[config.mk]
export PLATFORM = sky130hd
export DESIGN_NAME = nmea_rmc_sentence_parser_flat
export DESIGN_NICKNAME = d
export VERILOG_FILES = /design/src/rtl/nmea_rmc_pkg.sv /design/src/rtl/nmea_rmc_char_if.sv /design/src/rtl/nmea_rmc_result_if.sv /design/src/rtl/nmea_rmc_scan.sv /design/src/rtl/nmea_rmc_epoch.sv /design/src/rtl/nmea_rmc_sentence_parser.sv /design/src/flat_wrapper.sv
export SDC_FILE = /design/constraint.sdc
export NUM_CORES = 1
export LEC_CHECK = 0
export BUFFER_PORTS_ARGS = -buffer_cell sky130_fd_sc_hd__buf_2
export CORE_ASPECT_RATIO = 0.5
export CORE_MARGIN = 2
export CORE_UTILIZATION = 46
export CTS_BUF_LIST = sky130_fd_sc_hd__clkbuf_8 sky130_fd_sc_hd__clkbuf_16
export CTS_CLUSTER_DIAMETER = 200
export DETAILED_ROUTE_END_ITERATION = 7
export PLACE_DENSITY_LB_ADDON = 0.25
export SLEW_MARGIN = 20
export SYNTH_ARGS = -nofsm -noshare
export SYNTH_HDL_FRONTEND = slang
export SYNTH_HIERARCHICAL = 1
export SYNTH_SLANG_ARGS = --single-unit
[constraint.sdc]
create_clock -name clk -period 7.4 [get_ports clk]
set_input_delay 1.48 -clock clk [delete_from_list [all_inputs] [get_ports clk]]
set_output_delay 1.48 -clock clk [all_outputs]
set_load 0.02 [all_outputs]
[src/rtl/nmea_rmc_pkg.sv]
// Package for the RMC sentence parser: character codes, field numbers,
// status codes, stage payload types and small decode functions.
// No dependencies.
package nmea_rmc_pkg;

	// Sentence characters
	localparam logic [7:0] CH_DOLLAR = 8'h24;
	localparam logic [7:0] CH_STAR   = 8'h2A;
	localparam logic [7:0] CH_COMMA  = 8'h2C;
	localparam logic [7:0] CH_R      = 8'h52;
	localparam logic [7:0] CH_M      = 8'h4D;
	localparam logic [7:0] CH_C      = 8'h43;
	localparam logic [7:0] CH_A      = 8'h41;
	localparam logic [7:0] CH_V      = 8'h56;

	// Positions after '$' that hold the type letters
	localparam logic [2:0] POS_TYPE_R   = 3'd3;
	localparam logic [2:0] POS_TYPE_M   = 3'd4;
	localparam logic [2:0] POS_TYPE_C   = 3'd5;
	localparam logic [2:0] POS_MAX      = 3'd7;
	localparam logic [2:0] FIELD_CHARS  = 3'd6;
	localparam logic [3:0] COMMA_MAX    = 4'd15;

	// Comma-separated field numbers
	localparam logic [3:0] FIELD_TIME   = 4'd1;
	localparam logic [3:0] FIELD_STATUS = 4'd2;
	localparam logic [3:0] FIELD_DATE   = 4'd9;

	// Calendar constants
	localparam logic [11:0] BASE_YEAR     = 12'd2000;
	localparam logic [7:0]  YEARS_TO_BASE = 8'd30;   // 2000 - 1970
	localparam logic [7:0]  LEAP_OFFSET   = 8'd31;   // 2000 - 1969
	localparam logic [16:0] DAYS_PER_YEAR = 17'd365;
	localparam logic [31:0] SEC_PER_DAY   = 32'd86400;
	localparam logic [18:0] SEC_PER_HOUR  = 19'd3600;
	localparam logic [18:0] SEC_PER_MIN   = 19'd60;
	localparam logic [6:0]  MONTH_FEB     = 7'd2;
	localparam logic [6:0]  MONTH_DEC     = 7'd12;

	typedef enum logic [2:0] {
		ST_OK         = 3'd0,
		ST_CHECKSUM   = 3'd1,
		ST_NOT_RMC    = 3'd2,
		ST_VOID_FIX   = 3'd3,
		ST_BAD_STATUS = 3'd4
	} status_t;

	typedef enum logic [1:0] {
		HEX_IDLE = 2'd0,
		HEX_HIGH = 2'd1,
		HEX_LOW  = 2'd2
	} hex_pos_t;

	// Per-sentence state as it stands after the final character
	typedef struct packed {
		logic        seen_dollar;
		logic        seen_star;
		logic [7:0]  running_xor;
		logic [7:0]  received_checksum;
		logic [2:0]  position_after_dollar;
		logic        type_matches;
		logic [7:0]  status_char;
		logic [23:0] time_digits;
		logic [23:0] date_digits;
	} snap_t;

	// Decoded sentence, ready for final assembly
	typedef struct packed {
		status_t     status;
		logic [6:0]  hour;
		logic [6:0]  minute;
		logic [6:0]  second;
		logic [6:0]  day;
		logic [6:0]  month;
		logic [11:0] year;
		logic        month_ok;
		logic [18:0] day_seconds;
		logic [31:0] day_start;
	} epoch_t;

	function automatic logic [3:0] hex_value(input logic [7:0] c);
		logic [3:0] v;
		v = 4'h0;
		case (c) inside
			[8'h30:8'h39]: v = c[3:0];
			[8'h41:8'h46],
			[8'h61:8'h66]: v = 4'(c[3:0] + 4'd9);
			default:       v = 4'h0;
		endcase
		return v;
	endfunction

	function automatic logic [3:0] digit_value(input logic [7:0] c);
		logic [3:0] v;
		v = 4'h0;
		case (c) inside
			[8'h30:8'h39]: v = c[3:0];
			default:       v = 4'h0;
		endcase
		return v;
	endfunction

	// First nibble is the tens digit, second the units digit
	function automatic logic [6:0] two_digits(input logic [7:0] pair);
		return 7'(7'(pair[3:0]) * 7'd10 + 7'(pair[7:4]));
	endfunction

	function automatic logic [8:0] days_before_month(input logic [6:0] month);
		logic [8:0] d;
		d = 9'd0;
		case (month)
			7'd1:    d = 9'd0;
			7'd2:    d = 9'd31;
			7'd3:    d = 9'd59;
			7'd4:    d = 9'd90;
			7'd5:    d = 9'd120;
			7'd6:    d = 9'd151;
			7'd7:    d = 9'd181;
			7'd8:    d = 9'd212;
			7'd9:    d = 9'd243;
			7'd10:   d = 9'd273;
			7'd11:   d = 9'd304;
			7'd12:   d = 9'd334;
			default: d = 9'd0;
		endcase
		return d;
	endfunction

endpackage

[src/rtl/nmea_rmc_char_if.sv]
// Character channel of the RMC sentence parser: valid/ready plus one
// character and its end-of-sentence mark. No dependencies.
interface nmea_rmc_char_if;
	logic       valid;
	logic       ready;
	logic [7:0] char_in;
	logic       end_of_sentence;

	modport source (output valid, output char_in, output end_of_sentence, input ready);
	modport sink   (input valid, input char_in, input end_of_sentence, output ready);
endinterface

[src/rtl/nmea_rmc_result_if.sv]
// Result channel of the RMC sentence parser: valid/ready plus the decoded
// status, time, date and Unix seconds. No dependencies.
interface nmea_rmc_result_if;
	logic        valid;
	logic        ready;
	logic [2:0]  status;
	logic        fix_valid;
	logic [6:0]  hour;
	logic [6:0]  minute;
	logic [6:0]  second;
	logic [6:0]  day;
	logic [6:0]  month;
	logic [11:0] year;
	logic [31:0] unix_seconds;

	modport source (output valid, output status, output fix_valid, output hour,
		output minute, output second, output day, output month, output year,
		output unix_seconds, input ready);
	modport sink   (input valid, input status, input fix_valid, input hour,
		input minute, input second, input day, input month, input year,
		input unix_seconds, output ready);
endinterface

[src/rtl/nmea_rmc_scan.sv]
// Per-character sentence scanner: checksum, type check, comma counting and
// field capture. Depends on nmea_rmc_pkg.
module nmea_rmc_scan
	import nmea_rmc_pkg::*;
(
	input  logic       clk,
	input  logic       arst_n,
	input  logic       take,
	input  logic [7:0] char_in,
	input  logic       end_of_sentence,
	output snap_t      snap
);

	logic        seen_dollar_q, seen_dollar_n;
	logic        seen_star_q, seen_star_n;
	logic        type_q, type_n;
	logic [7:0]  xor_q, xor_n;
	logic [7:0]  rc_q, rc_n;
	logic [7:0]  stat_q, stat_n;
	hex_pos_t    hex_q, hex_n;
	logic [2:0]  pos_q, pos_n;
	logic [2:0]  fci_q, fci_n;
	logic [3:0]  comma_q, comma_n;
	logic [23:0] time_q, time_n;
	logic [23:0] date_q, date_n;
	logic [3:0]  dig;

	// Work out the state after this character
	always_comb begin
		seen_dollar_n = seen_dollar_q;
		seen_star_n   = seen_star_q;
		type_n        = type_q;
		xor_n         = xor_q;
		rc_n          = rc_q;
		stat_n        = stat_q;
		hex_n         = hex_q;
		pos_n         = pos_q;
		fci_n         = fci_q;
		comma_n       = comma_q;
		time_n        = time_q;
		date_n        = date_q;
		dig           = digit_value(char_in);

		if (char_in == CH_STAR) seen_star_n = 1'b1;
		if (seen_dollar_q && !seen_star_n) xor_n = xor_q ^ char_in;

		// Received checksum: restart on '*', then high and low digit
		if (char_in == CH_STAR && seen_dollar_q) begin
			rc_n  = 8'h00;
			hex_n = HEX_HIGH;
		end else if (hex_q == HEX_HIGH) begin
			rc_n  = {hex_value(char_in), 4'h0};
			hex_n = HEX_LOW;
		end else if (hex_q == HEX_LOW) begin
			rc_n  = rc_q | {4'h0, hex_value(char_in)};
			hex_n = HEX_IDLE;
		end

		if (!seen_dollar_q) begin
			if (char_in == CH_DOLLAR) seen_dollar_n = 1'b1;
		end else begin
			if (pos_q != POS_MAX) pos_n = 3'(pos_q + 3'd1);
			if ((pos_n == POS_TYPE_R && char_in != CH_R) ||
				(pos_n == POS_TYPE_M && char_in != CH_M) ||
				(pos_n == POS_TYPE_C && char_in != CH_C))
				type_n = 1'b0;

			if (char_in == CH_COMMA) begin
				if (comma_q != COMMA_MAX) comma_n = 4'(comma_q + 4'd1);
				fci_n = 3'd0;
			end else if (fci_q < FIELD_CHARS) begin
				for (int i = 0; i < 6; i++) begin
					if (fci_q == 3'(i)) begin
						if (comma_q == FIELD_TIME) time_n[i*4 +: 4] = time_q[i*4 +: 4] | dig;
						if (comma_q == FIELD_DATE) date_n[i*4 +: 4] = date_q[i*4 +: 4] | dig;
					end
				end
				if (comma_q == FIELD_STATUS && fci_q == 3'd0) stat_n = char_in;
				fci_n = 3'(fci_q + 3'd1);
			end
		end
	end

	// Hand the finished sentence on
	always_comb begin
		snap.seen_dollar           = seen_dollar_n;
		snap.seen_star             = seen_star_n;
		snap.running_xor           = xor_n;
		snap.received_checksum     = rc_n;
		snap.position_after_dollar = pos_n;
		snap.type_matches          = type_n;
		snap.status_char           = stat_n;
		snap.time_digits           = time_n;
		snap.date_digits           = date_n;
	end

	// Advance on each transaction, clear after the last character
	always_ff @(posedge clk or negedge arst_n) begin
		if (!arst_n) begin
			seen_dollar_q <= 1'b0;
			seen_star_q   <= 1'b0;
			type_q        <= 1'b1;
			xor_q         <= 8'h00;
			rc_q          <= 8'h00;
			stat_q        <= 8'h00;
			hex_q         <= HEX_IDLE;
			pos_q         <= 3'd0;
			fci_q         <= 3'd0;
			comma_q       <= 4'd0;
			time_q        <= 24'h0;
			date_q        <= 24'h0;
		end else if (take) begin
			if (end_of_sentence) begin
				seen_dollar_q <= 1'b0;
				seen_star_q   <= 1'b0;
				type_q        <= 1'b1;
				xor_q         <= 8'h00;
				rc_q          <= 8'h00;
				stat_q        <= 8'h00;
				hex_q         <= HEX_IDLE;
				pos_q         <= 3'd0;
				fci_q         <= 3'd0;
				comma_q       <= 4'd0;
				time_q        <= 24'h0;
				date_q        <= 24'h0;
			end else begin
				seen_dollar_q <= seen_dollar_n;
				seen_star_q   <= seen_star_n;
				type_q        <= type_n;
				xor_q         <= xor_n;
				rc_q          <= rc_n;
				stat_q        <= stat_n;
				hex_q         <= hex_n;
				pos_q         <= pos_n;
				fci_q         <= fci_n;
				comma_q       <= comma_n;
				time_q        <= time_n;
				date_q        <= date_n;
			end
		end
	end

endmodule

[src/rtl/nmea_rmc_epoch.sv]
// Four-stage pipeline that grades a finished sentence and works out day
// count and seconds of day. Depends on nmea_rmc_pkg.
module nmea_rmc_epoch
	import nmea_rmc_pkg::*;
(
	input  logic   clk,
	input  logic   arst_n,
	input  logic   in_valid,
	output logic   in_ready,
	input  snap_t  in_snap,
	output logic   out_valid,
	input  logic   out_ready,
	output epoch_t out_data
);

	logic        v_s1, v_s2, v_s3, v_s4;
	logic        free_s1, free_s2, free_s3, free_s4;
	snap_t       snap_s1;
	status_t     status_s2;
	logic [6:0]  hour_s2, minute_s2, second_s2, day_s2, month_s2, yr_s2;
	epoch_t      ep_s3, ep_s4;
	epoch_t      ep_scaled;
	status_t     status_c;
	logic [7:0]  yoff;
	logic [7:0]  leap_base;
	logic [16:0] day_sum;
	logic        leap_day;

	// Stages move up when the next one is empty or moving
	assign free_s4  = !v_s4 || out_ready;
	assign free_s3  = !v_s3 || free_s4;
	assign free_s2  = !v_s2 || free_s3;
	assign free_s1  = !v_s1 || free_s2;
	assign in_ready = free_s1;
	assign out_valid = v_s4;
	assign out_data  = ep_s4;

	always_ff @(posedge clk or negedge arst_n) begin
		if (!arst_n) begin
			v_s1 <= 1'b0;
			v_s2 <= 1'b0;
			v_s3 <= 1'b0;
			v_s4 <= 1'b0;
		end else begin
			if (free_s1) v_s1 <= in_valid;
			if (free_s2) v_s2 <= v_s1;
			if (free_s3) v_s3 <= v_s2;
			if (free_s4) v_s4 <= v_s3;
		end
	end

	// Grade the sentence
	always_comb begin
		if ((!snap_s1.seen_dollar && !snap_s1.seen_star) ||
			snap_s1.received_checksum != snap_s1.running_xor)
			status_c = ST_CHECKSUM;
		else if (!snap_s1.seen_dollar || snap_s1.position_after_dollar < POS_TYPE_C ||
			!snap_s1.type_matches)
			status_c = ST_NOT_RMC;
		else if (snap_s1.status_char == CH_V)
			status_c = ST_VOID_FIX;
		else if (snap_s1.status_char != CH_A)
			status_c = ST_BAD_STATUS;
		else
			status_c = ST_OK;
	end

	// Day count since 1970 and seconds of the day
	always_comb begin
		yoff      = 8'(8'(yr_s2) + YEARS_TO_BASE);
		leap_base = 8'(8'(yr_s2) + LEAP_OFFSET);
		leap_day  = (month_s2 > MONTH_FEB) && (yr_s2[1:0] == 2'b00);
		day_sum   = 17'(17'(yoff) * DAYS_PER_YEAR + 17'(leap_base[7:2]) +
			17'(days_before_month(month_s2)) + 17'(leap_day) + 17'(day_s2));
	end

	// Capture the snapshot
	always_ff @(posedge clk) begin
		if (free_s1 && in_valid) snap_s1 <= in_snap;
	end

	// Decode status and digits
	always_ff @(posedge clk) begin
		if (free_s2 && v_s1) begin
			status_s2 <= status_c;
			hour_s2   <= two_digits(snap_s1.time_digits[7:0]);
			minute_s2 <= two_digits(snap_s1.time_digits[15:8]);
			second_s2 <= two_digits(snap_s1.time_digits[23:16]);
			day_s2    <= two_digits(snap_s1.date_digits[7:0]);
			month_s2  <= two_digits(snap_s1.date_digits[15:8]);
			yr_s2     <= two_digits(snap_s1.date_digits[23:16]);
		end
	end

	// Day count; a zero day steps back one day, wrapping
	always_ff @(posedge clk) begin
		if (free_s3 && v_s2) begin
			ep_s3.status      <= status_s2;
			ep_s3.hour        <= hour_s2;
			ep_s3.minute      <= minute_s2;
			ep_s3.second      <= second_s2;
			ep_s3.day         <= day_s2;
			ep_s3.month       <= month_s2;
			ep_s3.year        <= 12'(BASE_YEAR + 12'(yr_s2));
			ep_s3.month_ok    <= (month_s2 != 7'd0) && (month_s2 <= MONTH_DEC);
			ep_s3.day_seconds <= 19'(19'(second_s2) + 19'(minute_s2) * SEC_PER_MIN +
				19'(hour_s2) * SEC_PER_HOUR);
			ep_s3.day_start   <= 32'(32'(day_sum) - 32'd1);
		end
	end

	// Scale days to seconds, modulo 2^32
	always_comb begin
		ep_scaled           = ep_s3;
		ep_scaled.day_start = 32'(ep_s3.day_start * SEC_PER_DAY);
	end

	always_ff @(posedge clk) begin
		if (free_s4 && v_s3) ep_s4 <= ep_scaled;
	end

endmodule

[src/rtl/nmea_rmc_sentence_parser.sv]
// Top level of the RMC sentence parser: character scanner, result pipeline
// and the output register that holds the last good fix.
// Depends on nmea_rmc_pkg, nmea_rmc_char_if, nmea_rmc_result_if,
// nmea_rmc_scan and nmea_rmc_epoch.
//
// Takes one character per clock cycle while ready is high and gives one
// result per sentence, on its final character. The result passes through
// four pipeline stages (snapshot capture, grade and digit decode, day
// count, scaling by seconds per day) and the output register. Characters
// keep flowing while a result waits; ready falls only when all four stages
// and the output register hold results that have not been taken. A failed
// sentence reports the time, date and Unix seconds of the last good one.
module nmea_rmc_sentence_parser
	import nmea_rmc_pkg::*;
(
	input  logic              clk,
	input  logic              arst_n,
	nmea_rmc_char_if.sink     chars,
	nmea_rmc_result_if.source report
);

	snap_t       snap;
	logic        pipe_ready;
	logic        pipe_valid;
	logic        out_free;
	epoch_t      ep;
	logic        take;
	logic        out_v_q;
	logic        fix_q;
	logic [2:0]  status_q;
	logic [6:0]  hour_q, minute_q, second_q, day_q, month_q;
	logic [11:0] year_q;
	logic [31:0] unix_q;
	logic [31:0] unix_new;

	assign chars.ready = pipe_ready;
	assign take        = chars.valid && pipe_ready;
	assign out_free    = !out_v_q || report.ready;

	nmea_rmc_scan u_scan (
		.clk             (clk),
		.arst_n          (arst_n),
		.take            (take),
		.char_in         (chars.char_in),
		.end_of_sentence (chars.end_of_sentence),
		.snap            (snap)
	);

	nmea_rmc_epoch u_epoch (
		.clk       (clk),
		.arst_n    (arst_n),
		.in_valid  (chars.valid && chars.end_of_sentence),
		.in_ready  (pipe_ready),
		.in_snap   (snap),
		.out_valid (pipe_valid),
		.out_ready (out_free),
		.out_data  (ep)
	);

	// Final seconds; out-of-range month gives zero
	assign unix_new = ep.month_ok ? 32'(ep.day_start + 32'(ep.day_seconds)) : 32'd0;

	// Output register; good results replace the held fix
	always_ff @(posedge clk or negedge arst_n) begin
		if (!arst_n) begin
			out_v_q  <= 1'b0;
			fix_q    <= 1'b0;
			status_q <= ST_OK;
			hour_q   <= 7'd0;
			minute_q <= 7'd0;
			second_q <= 7'd0;
			day_q    <= 7'd0;
			month_q  <= 7'd0;
			year_q   <= BASE_YEAR;
			unix_q   <= 32'd0;
		end else if (out_free) begin
			out_v_q <= pipe_valid;
			if (pipe_valid) begin
				status_q <= ep.status;
				if (ep.status == ST_VOID_FIX) fix_q <= 1'b0;
				if (ep.status == ST_OK) begin
					fix_q    <= 1'b1;
					hour_q   <= ep.hour;
					minute_q <= ep.minute;
					second_q <= ep.second;
					day_q    <= ep.day;
					month_q  <= ep.month;
					year_q   <= ep.year;
					unix_q   <= unix_new;
				end
			end
		end
	end

	assign report.valid        = out_v_q;
	assign report.status       = status_q;
	assign report.fix_valid    = fix_q;
	assign report.hour         = hour_q;
	assign report.minute       = minute_q;
	assign report.second       = second_q;
	assign report.day          = day_q;
	assign report.month        = month_q;
	assign report.year         = year_q;
	assign report.unix_seconds = unix_q;

endmodule

[src/flat_wrapper.sv]
// flat-port wrapper written by rule: the top's interface ports become plain ports
module nmea_rmc_sentence_parser_flat import nmea_rmc_pkg::*;
  (clk, arst_n, chars_valid, chars_char_in, chars_end_of_sentence, chars_ready, report_valid, report_status, report_fix_valid, report_hour, report_minute, report_second, report_day, report_month, report_year, report_unix_seconds, report_ready);
  nmea_rmc_char_if chars_i ();
  nmea_rmc_result_if report_i ();
  input  logic clk;
  input  logic arst_n;
  input wire logic [$bits(chars_i.valid)-1:0] chars_valid;
  input wire logic [$bits(chars_i.char_in)-1:0] chars_char_in;
  input wire logic [$bits(chars_i.end_of_sentence)-1:0] chars_end_of_sentence;
  output wire logic [$bits(chars_i.ready)-1:0] chars_ready;
  output wire logic [$bits(report_i.valid)-1:0] report_valid;
  output wire logic [$bits(report_i.status)-1:0] report_status;
  output wire logic [$bits(report_i.fix_valid)-1:0] report_fix_valid;
  output wire logic [$bits(report_i.hour)-1:0] report_hour;
  output wire logic [$bits(report_i.minute)-1:0] report_minute;
  output wire logic [$bits(report_i.second)-1:0] report_second;
  output wire logic [$bits(report_i.day)-1:0] report_day;
  output wire logic [$bits(report_i.month)-1:0] report_month;
  output wire logic [$bits(report_i.year)-1:0] report_year;
  output wire logic [$bits(report_i.unix_seconds)-1:0] report_unix_seconds;
  input wire logic [$bits(report_i.ready)-1:0] report_ready;
  assign chars_i.valid = chars_valid;
  assign chars_i.char_in = chars_char_in;
  assign chars_i.end_of_sentence = chars_end_of_sentence;
  assign chars_ready = chars_i.ready;
  assign report_valid = report_i.valid;
  assign report_status = report_i.status;
  assign report_fix_valid = report_i.fix_valid;
  assign report_hour = report_i.hour;
  assign report_minute = report_i.minute;
  assign report_second = report_i.second;
  assign report_day = report_i.day;
  assign report_month = report_i.month;
  assign report_year = report_i.year;
  assign report_unix_seconds = report_i.unix_seconds;
  assign report_i.ready = report_ready;
  nmea_rmc_sentence_parser u_core (.clk(clk), .arst_n(arst_n), .chars(chars_i), .report(report_i));
endmodule
==> out/metrics.cfg <==
[yosys]
yosys_warnings=6
yosysTopAreaCellShare_pct=31.4
synth_area_leaders=edfxtp_1 31%, dfrtp_1 15%, ha_1 12%
synth_enable_flop_cells=298
async_reset_ff_share_pct=36.3
netlist_area_um2=28500
yosysTopAreaCell=edfxtp_1
avgSynthCellArea_um2=11.4
synth_ff_type=edfxtp_1
synth_cells=2508
ys_ff_latch=482
ys_seq_area_share_pct=47.4
synthDistinctLibCells=99

[final_layout]
nets=2999
layout.cells.most_common_list=325 x inv_1, 298 x edfxtp_1, 290 x nand2_1
final_core_util_pct=51.2
drive_above_1_share_pct=8.82
antennaDiodeCount=0
fin_cells=3456
area_growth_syn_to_layout_pct=9.81
layout_commonest_cell=inv_1

[timing]
fin_crit_sh_pct=88.1
slew_headroom_pct=26.7
fin_skew_ns=0.0197
min_period_ns=6.52
setup_tns_ns=0
rsz0062_at_grt=no
timing.final.hold_violations=0
max_freq_mhz=153
setup_viol=0
whs_ns=0.414
drv_slew=0
worstMarginPinSlew_ns=1.10

[clocking]
cts_htree_levels=2
cts_tree=built
clock_latency_ns=0.57
ctsResizeCount=0
cts.reportedPaths.clkPinSlew_ns=0.07
cts_buffers=46
cts.path.max_buffers=3
cts-root-buf=clkbuf_16
clock-sinks=482
ctsHoldBuffers=0
postCtsSetupBuffers=0

[floorplan]
initial_core_util_pct=46.6
die_y_um=180
rows=64
ios=98
placeableCoreArea_um2=61300
die_w_um=356
fp.dieArea_um2=64200

[detailed_routing]
ant_nets=0
drtPass1Iterations=7
drcViolationCount=0
drt_iter0_drc=1319
vias_per_cell=5.13
vias=17719
wl_um=55800
wire_per_inst_um=16.1

[placement]
portBuffers=97
dp_hpwl_um=40600
place_inst=3372
gp_congestion=0.838

[global_route]
grt_antenna_before_repair=0
grt_pass1_wl_um=93400
grt_max_degree=141
overflow=0
grt.total_usage_pct=17.8
grt_pass1_vias=17810

[critical_path]
start_kind=flop
arrival_ns=6.82
crit_fanout=9
critPathRequiredTime_ns=7.70
end_kind=flop
critical_path_class=reg2reg

[hold_path]
hold_class=reg2reg

[status]
status=finished clean

[job]
max-cap-violations=0

final timing paths:
check                                         start                              to  slack [ns]  cells after the start
max in group asynchronous                    arst_n           u_core/u_scan/rc_q[2]        5.40                      2
max reg2reg                 u_core/u_epoch/yr_s2[1]        u_core/u_epoch/ep_s3[15]        0.88                     19
min reg2reg                u_core/u_epoch/ep_s3[51]     u_core/u_epoch/out_data[51]        0.41                      0
max                         u_core/u_epoch/yr_s2[1]        u_core/u_epoch/ep_s3[15]        0.88                     19
min in group asynchronous                    arst_n  u_core/report.unix_seconds[13]        0.81                      1
min                        u_core/u_epoch/ep_s3[51]     u_core/u_epoch/out_data[51]        0.41                      0
Yosys cell counts, types with 16 or more instances:
library cell	number
xor2_1	55
fa_1	115
nand2_1	290
ha_1	276
a21o_1	93
and2_1	18
edfxtp_1	298
nor2_1	77
xnor2_1	114
nor3_1	27
a21oi_1	101
o21ai_0	97
nand3_1	35
o21a_1	16
a22o_1	34
inv_1	312
clkbuf_1	41
buf_4	16
dfrtp_1	168
nor2b_1	26
state kept, by name, indices dropped and copies added, names as in the netlist, 4 cells and up, named ones only:
signal	flops
u_core/u_epoch/hour_s2	7
u_core/u_epoch/ep_s3	84
u_core/report.unix_seconds	32
u_core/u_epoch/second_s2	7
u_core/u_scan/xor_q	8
u_core/report.second	7
u_core/u_scan/rc_q	8
u_core/report.month	7
u_core/u_epoch/month_s2	7
u_core/report.minute	7
u_core/report.day	7
u_core/u_epoch/day_s2	7
u_core/report.hour	7
u_core/u_scan/comma_q	4
u_core/u_epoch/yr_s2	7
u_core/u_epoch/out_data	91
u_core/u_epoch/minute_s2	7
u_core/u_scan/stat_q	8
u_core/report.year	12
u_core/u_scan/date_q	24
u_core/u_epoch/snap_s1	78
u_core/u_scan/time_q	24
cells by family (layout without fill, tap and decap cells):
family	after synthesis	in the layout	share of synthesized area, %
simple gates	580	580	9.76
compound gates	482	482	11.4
flops	482	482	47.4
fa+ha+maj	391	391	20.2
buf+inv	387	504	5.47
xor+xnor	169	169	5.19
mux	16	16	0.601
other cells	1	7	0.0131
critical path, cell delays in order, from the launching register on:
cell      delay, ns
edfxtp_1       0.48
inv_1          0.27
ha_1           0.24
nor3b_1        0.47
nor2_1         0.21
ha_1           0.41
ha_1           0.34
fa_1           0.51
fa_1           0.54
inv_1          0.05
fa_1           0.52
inv_1          0.04
ha_1           0.42
o21a_1         0.24
a311oi_2       0.36
o21ai_2        0.12
xor2_1         0.18
or4_4          0.56
nand2b_4       0.16
xnor2_1        0.14
layer usage:
layer / track usage [%] / wire [µm] / up-vias
met2: 28.7 / 25400 / 221
li1: - / - / 8843
met4: 3.43 / 948 / 0
met1: 25.6 / 27600 / 8590
met5: 0 / 0 / -
met3: 2.65 / 1820 / 65
metrics by stage:
stage,instance area (µm²),setup WS (ns)
4_1_cts,31300,0.864
3_5_place_dp,29800,0.887
5_1_grt,31300,0.524
2_1_floorplan,28600,1.12
6_report,31300,0.878
3_3_place_gp,29800,0.975
cell type report:
type | instances | area, µm²
clock buffer | 53 | 1280
clock inverter | 31 | 244
fill | 5425 | 29900
inverter | 312 | 1170
multi-input combinational | 1645 | 13500
sequential | 482 | 13500
tap | 825 | 1030
timing repair buffer | 108 | 587
Power is left out: the tool's default activity adds up to more than one toggle a clock period on the data nets, which glitch-free logic cannot reach.
